===== src/rwr_pkg.sv =====
// Package for the reorder window receiver: constants, payload structs and codes.
package rwr_pkg;

  localparam int WINDOW = 32;
  localparam int FULL_FRAME_BYTES = 1000;

  localparam int SLOT_W = $clog2(WINDOW);
  localparam int SUM_W = SLOT_W + 1;
  localparam int CNT_W = $clog2(WINDOW + 1);
  localparam int CFG_IDX_W = 1;
  localparam int CFG_DATA_W = 16;

  typedef enum logic {
    OP_RECEIVE = 1'b0,
    OP_REQUEST = 1'b1
  } op_t;

  typedef enum logic [1:0] {
    KIND_FRAME   = 2'd0,
    KIND_FINAL   = 2'd1,
    KIND_MISSING = 2'd2,
    KIND_STATUS  = 2'd3
  } kind_t;

  typedef enum logic [CFG_IDX_W-1:0] {
    CFG_LAST_FRAME  = 1'b0,
    CFG_TAIL_ABSENT = 1'b1
  } cfg_index_t;

  typedef enum logic [3:0] {
    S_IDLE,
    S_DISPATCH,
    S_RUN_SCAN,
    S_RUN_PLAN,
    S_RUN_READ,
    S_RUN_EMIT,
    S_RUN_DONE,
    S_TAIL_EMIT,
    S_FLAGS,
    S_STATUS,
    S_REQ_COUNT,
    S_REQ_EMIT
  } state_t;

  typedef struct packed {
    logic        operation;
    logic [15:0] seq_num;
    logic        is_short;
    logic [9:0]  tail_bytes;
    logic [31:0] payload_handle;
  } item_t;

  typedef struct packed {
    logic [1:0]  kind;
    logic [15:0] out_frame;
    logic [31:0] out_payload;
    logic [9:0]  out_tail_bytes;
    logic        last;
    logic        transfer_done;
    logic        all_received;
  } result_t;

endpackage


===== src/reorder_window_receiver.sv =====
// Selective-repeat receive window that releases numbered frames in order.
// One item is taken at a time: item_stall is low only while the block is idle. A slot
// address unit (ring head plus slot offset) walks the window one slot per cycle while no
// result is stalled. A frame that is buffered, dropped or is the short final frame passes
// through dispatch and the flag update to a status result, or to the final frame's result.
// The expected frame releases the run of buffered frames behind it, and the final frame
// too when it follows: the run is found one slot per cycle, and each released frame passes
// through one payload memory read before its transfer. A missing-frame request counts and
// then lists the window one slot per cycle while no result is stalled. Every item yields at
// least one result, and a stalled result output holds the sequencer at that point.
module reorder_window_receiver (
  input  logic                                clk,
  input  logic                                rst,
  input  logic                                item_valid,
  output logic                                item_stall,
  input  rwr_pkg::item_t                      item,
  output logic                                result_valid,
  input  logic                                result_stall,
  output rwr_pkg::result_t                    result,
  input  logic                                cfg_valid,
  output logic                                cfg_ready,
  input  logic [rwr_pkg::CFG_IDX_W-1:0]       cfg_index,
  input  logic [rwr_pkg::CFG_DATA_W-1:0]      cfg_data
);

  rwr_pkg::state_t state, state_next;

  logic [15:0]                last_frame;
  logic                       tail_absent;
  logic [15:0]                expected;
  logic [rwr_pkg::SLOT_W-1:0] head;
  logic [rwr_pkg::WINDOW-1:0] present;
  logic [31:0]                payload_store [rwr_pkg::WINDOW];
  logic [31:0]                rdata;
  logic                       tail_present;
  logic                       tail_released;
  logic [31:0]                tail_payload;
  logic [9:0]                 tail_size;
  logic signed [7:0]          outstanding;

  rwr_pkg::item_t             cur;
  logic [rwr_pkg::CNT_W-1:0]  k;
  logic [rwr_pkg::CNT_W-1:0]  run;
  logic [rwr_pkg::CNT_W-1:0]  cnt;
  logic [rwr_pkg::CNT_W-1:0]  emitted;
  logic                       go;
  logic                       flag_done;
  logic                       flag_all;

  logic [15:0]                off_full;
  logic                       older;
  logic                       beyond;
  logic                       hit;
  logic                       in_win;
  logic                       buffer_ok;
  logic                       op_request;
  logic [rwr_pkg::SUM_W-1:0]  slot_operand;
  logic [rwr_pkg::SUM_W-1:0]  slot_sum;
  logic [rwr_pkg::SLOT_W-1:0] phys;
  logic                       present_at;
  logic [16:0]                scan_frame;
  logic                       scan_end;
  logic                       scan_full;
  logic                       tail_miss;
  logic [rwr_pkg::CNT_W-1:0]  total;
  logic [15:0]                total_ext;
  logic [15:0]                new_exp;
  logic                       run_tail_go;
  logic                       short_go;
  logic                       done_now;
  logic signed [7:0]          outstanding_dec;
  logic [9:0]                 bytes_sat;
  logic                       mem_we;
  logic                       emit_req;
  logic                       can_emit;
  logic                       fire;
  rwr_pkg::result_t           emit_item;

  assign cfg_ready = 1'b1;
  assign item_stall = (state != rwr_pkg::S_IDLE);
  assign op_request = (cur.operation == rwr_pkg::OP_REQUEST);

  assign older = (cur.seq_num < expected);
  assign beyond = (cur.seq_num >= last_frame);
  assign hit = !older && !beyond && (cur.seq_num == expected);
  assign off_full = cur.seq_num - expected;
  assign in_win = (off_full < 16'(rwr_pkg::WINDOW));
  assign buffer_ok = !older && !beyond && !hit && in_win;

  // Shared slot address unit: physical slot of window offset relative to the ring head.
  assign slot_operand = (state == rwr_pkg::S_DISPATCH) ?
                        rwr_pkg::SUM_W'(off_full[rwr_pkg::SLOT_W-1:0]) :
                        rwr_pkg::SUM_W'(k);
  assign slot_sum = rwr_pkg::SUM_W'(head) + slot_operand;
  assign phys = (slot_sum >= rwr_pkg::SUM_W'(rwr_pkg::WINDOW)) ?
                rwr_pkg::SLOT_W'(slot_sum - rwr_pkg::SUM_W'(rwr_pkg::WINDOW)) :
                rwr_pkg::SLOT_W'(slot_sum);
  assign present_at = present[phys];

  assign scan_frame = {1'b0, expected} + 17'(k);
  assign scan_end = (scan_frame >= {1'b0, last_frame});
  assign scan_full = (k == rwr_pkg::CNT_W'(rwr_pkg::WINDOW));
  assign tail_miss = (scan_frame == {1'b0, last_frame}) && !tail_absent && !tail_present;
  assign total = scan_full ? cnt : (cnt + rwr_pkg::CNT_W'(tail_miss));
  assign total_ext = 16'(total);

  assign new_exp = expected + 16'(run);
  assign run_tail_go = tail_present && !tail_released && (new_exp >= last_frame);
  assign short_go = !tail_absent && !tail_released && (expected >= last_frame);
  assign done_now = (expected >= last_frame) && (tail_released || tail_absent);
  assign outstanding_dec = (outstanding != -8'sd128) ? (outstanding - 8'sd1) : outstanding;
  assign bytes_sat = (16'(cur.tail_bytes) >= 16'(rwr_pkg::FULL_FRAME_BYTES)) ?
                     10'(rwr_pkg::FULL_FRAME_BYTES - 1) : cur.tail_bytes;

  assign mem_we = (state == rwr_pkg::S_DISPATCH) && !op_request && !cur.is_short &&
                  buffer_ok && !present_at;

  assign can_emit = !result_valid || !result_stall;
  assign fire = emit_req && can_emit;

  always_ff @(posedge clk) begin
    state <= rst ? rwr_pkg::S_IDLE : state_next;
  end

  always_comb begin
    state_next = state;
    emit_req = 1'b0;
    emit_item = '0;
    emit_item.transfer_done = flag_done;
    emit_item.all_received = flag_all;
    case (state)
      rwr_pkg::S_IDLE: begin
        if (item_valid) begin
          state_next = rwr_pkg::S_DISPATCH;
        end
      end
      rwr_pkg::S_DISPATCH: begin
        if (op_request) begin
          state_next = rwr_pkg::S_REQ_COUNT;
        end else if (!cur.is_short && hit) begin
          state_next = rwr_pkg::S_RUN_SCAN;
        end else begin
          state_next = rwr_pkg::S_FLAGS;
        end
      end
      rwr_pkg::S_RUN_SCAN: begin
        if (scan_full || !present_at) begin
          state_next = rwr_pkg::S_RUN_PLAN;
        end
      end
      rwr_pkg::S_RUN_PLAN: begin
        state_next = rwr_pkg::S_RUN_READ;
      end
      rwr_pkg::S_RUN_READ: begin
        state_next = rwr_pkg::S_RUN_EMIT;
      end
      rwr_pkg::S_RUN_EMIT: begin
        emit_req = 1'b1;
        emit_item.kind = rwr_pkg::KIND_FRAME;
        emit_item.out_frame = expected + 16'(k);
        emit_item.out_payload = (k == '0) ? cur.payload_handle : rdata;
        emit_item.last = (k == run - rwr_pkg::CNT_W'(1)) && !go;
        if (can_emit) begin
          state_next = (k == run - rwr_pkg::CNT_W'(1)) ? rwr_pkg::S_RUN_DONE :
                       rwr_pkg::S_RUN_READ;
        end
      end
      rwr_pkg::S_RUN_DONE: begin
        state_next = go ? rwr_pkg::S_TAIL_EMIT : rwr_pkg::S_IDLE;
      end
      rwr_pkg::S_TAIL_EMIT: begin
        emit_req = 1'b1;
        emit_item.kind = rwr_pkg::KIND_FINAL;
        emit_item.out_frame = last_frame;
        emit_item.out_payload = tail_payload;
        emit_item.out_tail_bytes = tail_size;
        emit_item.last = 1'b1;
        if (can_emit) begin
          state_next = rwr_pkg::S_IDLE;
        end
      end
      rwr_pkg::S_FLAGS: begin
        state_next = go ? rwr_pkg::S_TAIL_EMIT : rwr_pkg::S_STATUS;
      end
      rwr_pkg::S_STATUS: begin
        emit_req = 1'b1;
        emit_item.kind = rwr_pkg::KIND_STATUS;
        emit_item.last = 1'b1;
        if (can_emit) begin
          state_next = rwr_pkg::S_IDLE;
        end
      end
      rwr_pkg::S_REQ_COUNT: begin
        if (scan_full || scan_end) begin
          state_next = (total == '0) ? rwr_pkg::S_STATUS : rwr_pkg::S_REQ_EMIT;
        end
      end
      rwr_pkg::S_REQ_EMIT: begin
        emit_item.kind = rwr_pkg::KIND_MISSING;
        emit_item.out_frame = scan_frame[15:0];
        if (scan_end) begin
          emit_req = 1'b1;
          emit_item.last = 1'b1;
          if (can_emit) begin
            state_next = rwr_pkg::S_IDLE;
          end
        end else if (!present_at) begin
          emit_req = 1'b1;
          emit_item.last = (emitted == cnt - rwr_pkg::CNT_W'(1));
          if (can_emit && emit_item.last) begin
            state_next = rwr_pkg::S_IDLE;
          end
        end
      end
      default: begin
        state_next = rwr_pkg::S_IDLE;
      end
    endcase
  end

  always_ff @(posedge clk) begin
    if (mem_we) begin
      payload_store[phys] <= cur.payload_handle;
    end
    if (state == rwr_pkg::S_RUN_READ) begin
      rdata <= payload_store[phys];
    end
  end

  always_ff @(posedge clk) begin
    if (rst) begin
      result_valid <= 1'b0;
    end else if (fire) begin
      result_valid <= 1'b1;
    end else if (!result_stall) begin
      result_valid <= 1'b0;
    end
    if (fire) begin
      result <= emit_item;
    end
  end

  always_ff @(posedge clk) begin
    if (rst) begin
      last_frame <= '0;
      tail_absent <= 1'b0;
    end else if (cfg_valid && cfg_ready) begin
      case (cfg_index)
        rwr_pkg::CFG_LAST_FRAME: last_frame <= cfg_data;
        rwr_pkg::CFG_TAIL_ABSENT: tail_absent <= cfg_data[0];
        default: ;
      endcase
    end
  end

  always_ff @(posedge clk) begin
    if (state == rwr_pkg::S_IDLE && item_valid) begin
      cur <= item;
    end
    if (rst) begin
      expected <= '0;
      head <= '0;
      present <= '0;
      tail_present <= 1'b0;
      tail_released <= 1'b0;
      tail_size <= '0;
      outstanding <= '0;
      go <= 1'b0;
      flag_done <= 1'b0;
      flag_all <= 1'b0;
      k <= '0;
      run <= '0;
      cnt <= '0;
      emitted <= '0;
    end else begin
      case (state)
        rwr_pkg::S_DISPATCH: begin
          go <= !op_request && cur.is_short && short_go;
          cnt <= '0;
          k <= op_request ? '0 : rwr_pkg::CNT_W'(1);
          if (!op_request) begin
            if (cur.is_short) begin
              if (!tail_absent) begin
                outstanding <= outstanding_dec;
                tail_released <= tail_released || short_go;
                if (!tail_present) begin
                  tail_present <= 1'b1;
                  tail_payload <= cur.payload_handle;
                  tail_size <= bytes_sat;
                end
              end
            end else if (hit) begin
              outstanding <= outstanding_dec;
            end else if (buffer_ok) begin
              outstanding <= outstanding_dec;
              present[phys] <= 1'b1;
            end
          end
        end
        rwr_pkg::S_RUN_SCAN: begin
          if (scan_full || !present_at) begin
            run <= k;
          end else begin
            k <= k + rwr_pkg::CNT_W'(1);
          end
        end
        rwr_pkg::S_RUN_PLAN: begin
          go <= run_tail_go;
          flag_done <= (new_exp >= last_frame) &&
                       (tail_released || run_tail_go || tail_absent);
          flag_all <= (outstanding <= 8'sd0);
          k <= '0;
        end
        rwr_pkg::S_RUN_EMIT: begin
          if (can_emit) begin
            present[phys] <= 1'b0;
            k <= k + rwr_pkg::CNT_W'(1);
          end
        end
        rwr_pkg::S_RUN_DONE: begin
          expected <= new_exp;
          head <= phys;
          tail_released <= tail_released || go;
        end
        rwr_pkg::S_FLAGS: begin
          flag_done <= done_now;
          flag_all <= (outstanding <= 8'sd0);
        end
        rwr_pkg::S_REQ_COUNT: begin
          if (scan_full || scan_end) begin
            cnt <= total;
            outstanding <= (total_ext > 16'd127) ? 8'sd127 : 8'(total_ext);
            flag_done <= done_now;
            flag_all <= (total == '0);
            k <= '0;
            emitted <= '0;
          end else begin
            cnt <= cnt + rwr_pkg::CNT_W'(!present_at);
            k <= k + rwr_pkg::CNT_W'(1);
          end
        end
        rwr_pkg::S_REQ_EMIT: begin
          if (!scan_end) begin
            if (present_at) begin
              k <= k + rwr_pkg::CNT_W'(1);
            end else if (can_emit) begin
              k <= k + rwr_pkg::CNT_W'(1);
              emitted <= emitted + rwr_pkg::CNT_W'(1);
            end
          end
        end
        default: ;
      endcase
    end
  end

  // The slot at the ring head is the expected frame and is never buffered.
  assert property (@(posedge clk) disable iff (rst) !present[head])
    else $error("expected-frame slot marked present");

  // Each buffered frame released after the expected one must be held in its slot.
  assert property (@(posedge clk) disable iff (rst)
    (state == rwr_pkg::S_RUN_EMIT) && (k != '0) |-> present_at)
    else $error("releasing a slot that holds no frame");

  // After the final result of an item only the window update may remain before idle.
  assert property (@(posedge clk) disable iff (rst)
    fire && emit_item.last |=>
      (state == rwr_pkg::S_IDLE) || (state == rwr_pkg::S_RUN_DONE))
    else $error("sequencer busy after the last result transfer");

  // A request reloads the outstanding count with a nonnegative value.
  assert property (@(posedge clk) disable iff (rst)
    (state == rwr_pkg::S_REQ_EMIT) |-> !outstanding[7])
    else $error("negative outstanding count after a request");

endmodule

===== config.mk =====
export PLATFORM = sky130hd
export DESIGN_NAME = reorder_window_receiver
export DESIGN_NICKNAME = d
export VERILOG_FILES = /design/src/rwr_pkg.sv /design/src/reorder_window_receiver.sv
export SDC_FILE = /design/constraint.sdc
export NUM_CORES = 2
export LEC_CHECK = 0
export BUFFER_PORTS_ARGS = -buffer_cell sky130_fd_sc_hd__buf_2
export CAP_MARGIN = 0
export CORE_AREA = 2 2 410 249
export DETAILED_ROUTE_END_ITERATION = 6
export DIE_AREA = 0 0 412 251
export PLACE_DENSITY = 0.75
export RECOVER_POWER = 25
export SETUP_SLACK_MARGIN = 0.4
export SLEW_MARGIN = 20
export SYNTH_ARGS = -nofsm -noshare
export SYNTH_HDL_FRONTEND = slang
export SYNTH_SLANG_ARGS = --single-unit

===== constraint.sdc =====
create_clock -name clk -period 7.6 [get_ports clk]
set_clock_uncertainty 0.2 [all_clocks]
set_input_delay 1.9 -clock clk [delete_from_list [all_inputs] [get_ports clk]]
set_output_delay 1.9 -clock clk [all_outputs]
set_load 0.02 [all_outputs]

# [After elaboration in Yosys (flattened, before gate mapping)]
# Memories as Yosys holds them, arrays and structs flattened. A register that Yosys moved wholly into a read port is not among the register bits.
# Cells that the tools add are included.
[op_classes] addsub=13 order_cmp=12 n_eq_ne=36 mux=75 bitwise=8 n_reduce_logical=73
[ops] cell="32-bit 2-to-1 mux" n=6
[ops] cell="32-bit case mux with 2 select lines" n=2
[ops] cell="6-bit 2-to-1 mux" n=12
[ops] cell="8-bit 2-to-1 mux" n=7
[ops] cell="16-bit >= comparator" n=3
[ops] cell="16-bit case mux with 3 select lines" n=1
[ops] cell="4-bit 2-to-1 mux" n=11
[ops] cell="4-bit case mux with 11 select lines" n=1
[ops] cell="6-bit case mux with 6 select lines" n=1
[ops] cell="16-bit by 6-bit adder with 16-bit output" n=2
[ops] cell="32-bit AND" n=1
[ops] cell="32-bit NOT" n=1
[ops] cell="32-bit OR" n=1
[ops] cell="2-bit != test (second input constant)" n=14
[ops] cell="1-bit logical AND" n=24
[ops] cell="6-bit case mux with 2 select lines" n=2
[ops] cell="6-bit AND reduction" n=3
[ops] cell="16-bit by 6-bit adder with 17-bit output" n=1
[ops] cell="17-bit by 16-bit equality test with 1-bit output" n=1
[ops] cell="17-bit by 16-bit >= comparator with 1-bit output" n=1
[ops] cell="16-bit equality test" n=1
[ops] cell="4-bit by 3-bit equality test with 1-bit output (second input constant)" n=4
[ops] cell="4-bit equality test (second input constant)" n=4
[ops] cell="16-bit less-than comparator" n=1
[ops] cell="49 further kinds" n=112
[word_totals] reg_bits=277 ramBits=1024 output_inout_bits=66 mem_count=1
[mem_list] name="payload_store" depth=32 word_bits=32 rd=1 rd_ports_with_merged_regs=1 wr=1 line_no="reorder_window_receiver.sv:33" source="logic [31:0] payload_store [rwr_pkg::WINDOW];"

# [Logic depth before layout (Yosys ltp)]
[logic_depth] ltp_word=15 ltp_mapped=23

# [Worst setup path before layout]
# Ideal clock, no wire load.
[synth_path] path_kind="flip-flop to flip-flop" start="register state[3]" end="register result[0] (netlist name) (enable)" t_arrival_ps=6764 path_slack_ps=152 path_stages_with_launch=19 path_buffers=5 cell_sequence="dfxtp_1 > buf_2 > or4b_4 > buf_6 > clkbuf_1 > o21ai_0 > ha_1 > inv_1 > fa_1 > clkbuf_1 > mux4_2 > nand2_1 > a21oi_1 > mux2_2 > or3_1 > buf_2 > inv_2 > a211oi_1 > nor2_1"
[synth_via] elab_chain_cells=11 word_cells_on_any_way=17 classes_between="add/sub: 2; order compare: 1; eq/ne: 5; mux: 7; reduce/logical: 2"
[synth_rtl] item="start: declaration" line_no="reorder_window_receiver.sv:26" source="rwr_pkg::state_t state, state_next;"
[synth_rtl] item="start signal: assignment" line_no="reorder_window_receiver.sv:122" source="state <= rst ? rwr_pkg::S_IDLE : state_next;"
[synth_rtl] item="4-bit by 1-bit equality test with 1-bit output" line_no="reorder_window_receiver.sv:91" source="assign slot_operand = (state == rwr_pkg::S_DISPATCH) ?"
[synth_rtl] item="6-bit 2-to-1 mux" line_no="reorder_window_receiver.sv:91"
[synth_rtl] item="5-bit by 6-bit adder with 6-bit output" line_no="reorder_window_receiver.sv:94" source="assign slot_sum = rwr_pkg::SUM_W'(head) + slot_operand;"
[synth_rtl] item="5-bit by 1-bit subtractor with 5-bit output / 6-bit >= comparator (equally long branches)" line_no="reorder_window_receiver.sv:96, reorder_window_receiver.sv:95"
[synth_rtl] item="5-bit 2-to-1 mux" line_no="reorder_window_receiver.sv:95" source="assign phys = (slot_sum >= rwr_pkg::SUM_W'(rwr_pkg::WINDOW)) ?"
[synth_rtl] item="1-bit binary-select mux with 5-bit select" line_no="reorder_window_receiver.sv:98" source="assign present_at = present[phys];"
[synth_rtl] item="1-bit 2-to-1 mux (implied by the code)" line_no="reorder_window_receiver.sv:98"
[synth_rtl] item="1-bit 2-to-1 mux" line_no="reorder_window_receiver.sv:207" source="end else if (!present_at) begin"
[synth_rtl] item="1-bit 2-to-1 mux" line_no="reorder_window_receiver.sv:201" source="if (scan_end) begin"
[synth_rtl] item="1-bit case mux with 2 select lines (*)" line_no="reorder_window_receiver.sv:131" source="case (state)"
[synth_rtl] item="1-bit logical AND (*)" line_no="reorder_window_receiver.sv:119" source="assign fire = emit_req && can_emit;"
[synth_rtl] item="named net fire" line_no="reorder_window_receiver.sv:76" source="logic fire;"
[synth_rtl] item="end signal: assignment" line_no="reorder_window_receiver.sv:239" source="result <= emit_item;"
[synth_rtl] item="end: declaration" line_no="reorder_window_receiver.sv:19" source="output rwr_pkg::result_t result,"
# The timed path passes the listed nets; every way through them passes the cells marked *. The select of a mux whose other input is x is not followed.
# A chain may end at the register's enable or synchronous reset.

# [Worst setup path after layout]
[layout_path] start="register state[0]" end="memory payload_store[12][9] (enable)"
[layout_via] elab_chain_cells=11 word_cells_on_any_way=15 classes_between="add/sub: 2; order compare: 1; eq/ne: 1; mux: 6; reduce/logical: 5"
[layout_rtl] item="4-bit by 1-bit equality test with 1-bit output (*)" line_no="reorder_window_receiver.sv:91, reorder_window_receiver.sv:115"
[layout_rtl] item="6-bit 2-to-1 mux" line_no="reorder_window_receiver.sv:91"
[layout_rtl] item="5-bit by 6-bit adder with 6-bit output" line_no="reorder_window_receiver.sv:94"
[layout_rtl] item="5-bit by 1-bit subtractor with 5-bit output / 6-bit >= comparator (equally long branches)" line_no="reorder_window_receiver.sv:96, reorder_window_receiver.sv:95"
[layout_rtl] item="5-bit 2-to-1 mux" line_no="reorder_window_receiver.sv:95"
[layout_rtl] item="1-bit binary-select mux with 5-bit select" line_no="reorder_window_receiver.sv:98"
[layout_rtl] item="1-bit 2-to-1 mux (implied by the code)" line_no="reorder_window_receiver.sv:98"
[layout_rtl] item="1-bit logical NOT" line_no="reorder_window_receiver.sv:116" source="buffer_ok && !present_at;"
[layout_rtl] item="1-bit logical AND" line_no="reorder_window_receiver.sv:116"
[layout_rtl] item="1-bit 2-to-1 mux" line_no="reorder_window_receiver.sv:222" source="if (mem_we) begin"
[layout_rtl] item="1-bit 2-to-1 mux (implied by the code)" line_no="reorder_window_receiver.sv:223" source="payload_store[phys] <= cur.payload_handle;"
[layout_rtl] item="end: declaration" line_no="reorder_window_receiver.sv:33"
# Mark *: on every way between the ends. The rest lies on a longest branch, timed or not. The select of a mux whose other input is x is not followed.

==> reports/results.tsv <==
stage	metric	value	unit
clock_tree	postCtsSetupRepairBufs	0	
sta	worstMarginPinSlew	1657	ps
worst_hold_path	whs_path_depth	0	
place	place_hpwl	88630	microns
worst_hold_path	hold_path.class	flop to flop	
die	initial_core_util	55.61	%
place	routabilityCongestion	0.9294	
clock_tree	clock_path_buffers	3	
routing	firstDrtPassIters	6	
setup_path	critPathRequiredTime	7810	ps
yosys	yosysTopAreaCell	edfxtp_1	
cells_and_area	stdcell_count	5051	
sta	post-route-period-util	87.03	%
yosys	synth_top_cells_by_area	edfxtp_1 (66%), mux4_2 (11%), dfxtp_1 (4.4%)	
grt	grt_overflow_total	0	
yosys	synth-seq-area-share	69.95	%
setup_path	start_kind	flop	
power	ir_worst_vdd	0.3243	mV
setup_path	rr_startpoint	state[0]$_SDFFE_PP0P_	
clock_tree	cts.sinks	1333	
power	p_leak	20.41	nW
die	core_area	0.09977	sq mm
sta	relSlewSlack	-10.44	%
setup_path	crit_path_end_kind	flop	
yosys	synth_cell_type_count	77	
sta	min_period	6614	ps
routing	drc_errors	0	
routing	ant_nets	0	
routing	drtIter0Drc	5446	
grt	grt_pass1_wl	214800	microns
die	ios	148	
yosys	synthArstFlopShare	0	%
routing	detail_route.vias_per_cell	6.617	
clock_tree	path_clk_slew	80	ps
yosys	yosysWarnings	0	
yosys	synth_top_flop_cell	edfxtp_1	
grt	antenna_found_initial	2	
setup_path	worst_ep_arrival_time	6820	ps
yosys	synth_seq_cells	1333	
die	die_w	412	microns
cells_and_area	final_common_cell	edfxtp_1	
sta	drv_slew	243	
routing	wire_per_inst	28.95	microns
run	drv_cap	8	
clock_tree	cts_tree	built	
status	status	finished, violations left	
die	rows	90	
yosys	syn_avg_cell_area	16.13	sq um
clock_tree	cts_hold_buf	0	
setup_path	criticalPathCategory	flop to flop	
cells_and_area	diodes	0	
grt	grt_pass1_vias	31650	
power	power_density	325.0	mW/mm^2
clock_tree	h-tree-depth	3	
cells_and_area	layout-drive-gt1-share	19.83	%
place	port_buffers	146	
grt	grt_max_degree	116	
setup_path	reg2reg_to	payload_store[12][9]$_DFFE_PP_	
sta	setup-violations-final	0	
cells_and_area	most-common-layout-cells	edfxtp_1 (1211), nand2_1 (344), mux4_2 (264), a21oi_1 (229), buf_2 (146)	
sta	rsz0062_at_grt	no	
clock_tree	clk_latency	730	ps
sta	setup-tns-final	0	ps
sta	hold_violations	0	
yosys	yosys.area.top_type_share	65.55	%
die	die_area	0.1034	sq mm
grt	grt_util_all_layers	28.47	%
worst_hold_path	worstHoldEndpoint	result[1]$_DFFE_PP_	
setup_path	regToRegSetupSlack	990	ps
place	dp_cells	4841	
clock_tree	cts_made_buffers	110	
yosys	syn_inst	3439	
routing	drt_wl_total	146200	microns
clock_tree	post_cts_resized	0	
yosys	synth_area	0.05548	sq mm
cells_and_area	nets	3823	
yosys	synth_fp_nets	3632	
worst_hold_path	worstHoldStart	flag_done$_SDFFE_PP0P_	
cells_and_area	syn_to_final_growth	12.23	%
clock_tree	cts_root_buf	clkbuf_16	
setup_path	path_max_fanout	20	
sta	max_clock_freq	151.2	MHz
yosys	synth_edf_count	1211	
die	fp.dieH	251	microns
setup_path	reg2regPathDepth	15	
routing	vias	33420	
status	failed_checks	max-capacitance violations, max-slew violations	
-- power breakdown --
part	internal, mW	leakage [nW]	switching (mW)
sequential	8.76	11.9	0.314
combinational	2.17	6.88	3.47
clock	2.90	1.64	2.61
-- state kept, by name, summed over array words and instances (netlist names), 4 cells and up, named ones only --
register,count
payload_store,1024
result,63
cur,59
rdata,32
tail_payload,32
expected,16
last_frame,16
tail_size,10
outstanding,8
cnt,6
emitted,6
k,6
run,6
head,5
state,4
-- stage by stage --
stage | hold WS (ps) | cell area (sq um) | worst slack (ps) | total power, mW | utilization [%]
final | 238.6 | 62260 | 985.6 | 20.23 | 62.41
after global routing | 252.1 | 62260 | 833.8 | 20.99 | 62.41
after CTS | 225.7 | 62190 | 1148 | 20.19 | 62.33
after detailed placement | 215.7 | 58780 | 1180 | 14.76 | 58.91
after global placement | 218.9 | 58730 | 1067 | 14.68 | 58.87
after floorplan | 208.1 | 55480 | 1205 | 12.95 | -
-- layer usage --
metal / wire length [microns] / part of all wire, % / track usage (%) / vias to the layer above
met1: 62100 / 42 / 45.72 / 16860
li1: - / - / - / 13960
met3: 19160 / 13 / 7.785 / 228
met4: 3335 / 2.3 / 6.840 / 2
met5: 13 / 0.0089 / 0 / -
met2: 61620 / 42 / 38.54 / 2373
-- synth_stat cells (all sizes together), types with 6 or more instances --
cell	instances
and3	20
xnor2	51
a31oi	41
o21ai	130
nor3	35
a21o	30
nand3	72
a22o	16
o31ai	8
a21oi	230
o21a	12
nor2	131
or4	7
nand4	23
or3	11
or2	6
clkinv	7
a221oi	18
a211oi	17
ha	107
nor2b	12
mux4	264
dfxtp	122
nand2	346
xor2	15
o21bai	7
nor4	16
edfxtp	1211
o211ai	20
and2	22
a311oi	25
clkbuf	134
a211o	7
inv	70
buf	49
nand2b	19
mux2i	55
-- cell families after synthesis --
| kind of cell | Yosys count | share of synthesized area, % |
|---|---|---|
| multiplexers | 322 | 11.77 |
| other | 1 | 0.006759 |
| flip-flops | 1333 | 69.95 |
| XOR/XNOR | 66 | 1.042 |
| buffers and inverters | 260 | 1.800 |
| AND/OR/NAND/NOR | 738 | 6.049 |
| adder cells (fa/ha/maj) | 111 | 2.557 |
| AO/OA/AOI/OAI | 608 | 6.827 |
-- critical path, stage by stage (launching register included) --
cell and delay (ps):
dfxtp_1 710, or4b_4 710, o21ai_0 320, ha_4 190, inv_1 50, fa_4 970
mux4_2 550, nand2_1 100, a21oi_1 80, mux2_2 300, or3_1 540, inv_2 220
nand4_1 110, buf_4 250, nor2_4 650, buf_4 310
-- worst max-delay path by stage --
stage | cells past startpoint | slack, ps | startpoint | endpoint
6_report | 15 | 990 | state[0]$_SDFFE_PP0P_ | payload_store[12][9]$_DFFE_PP_
5_1_grt | 15 | 830 | state[0]$_SDFFE_PP0P_ | payload_store[12][9]$_DFFE_PP_
4_1_cts | 15 | 1150 | state[0]$_SDFFE_PP0P_ | payload_store[12][9]$_DFFE_PP_
3_5_place_dp | 15 | 1180 | state[0]$_SDFFE_PP0P_ | payload_store[12][5]$_DFFE_PP_
3_3_place_gp | 16 | 1070 | expected[0]$_SDFFE_PP0P_ | emitted[1]$_SDFFE_PP0P_
2_1_floorplan | 18 | 1200 | state[3]$_SDFFE_PP0P_ | result[0]$_DFFE_PP_
-- area by class of cell --
class	count	area, sq um
fillers	6950	37510
multi-input cells	1846	16110
clock buffers	150	3037
well taps	1334	1669
inverters	77	289.0
clock inverters	49	371.6
flip-flops and latches	1333	38810
repair buffers	262	1984
Note: power is estimated with default switching activity, not from simulation.
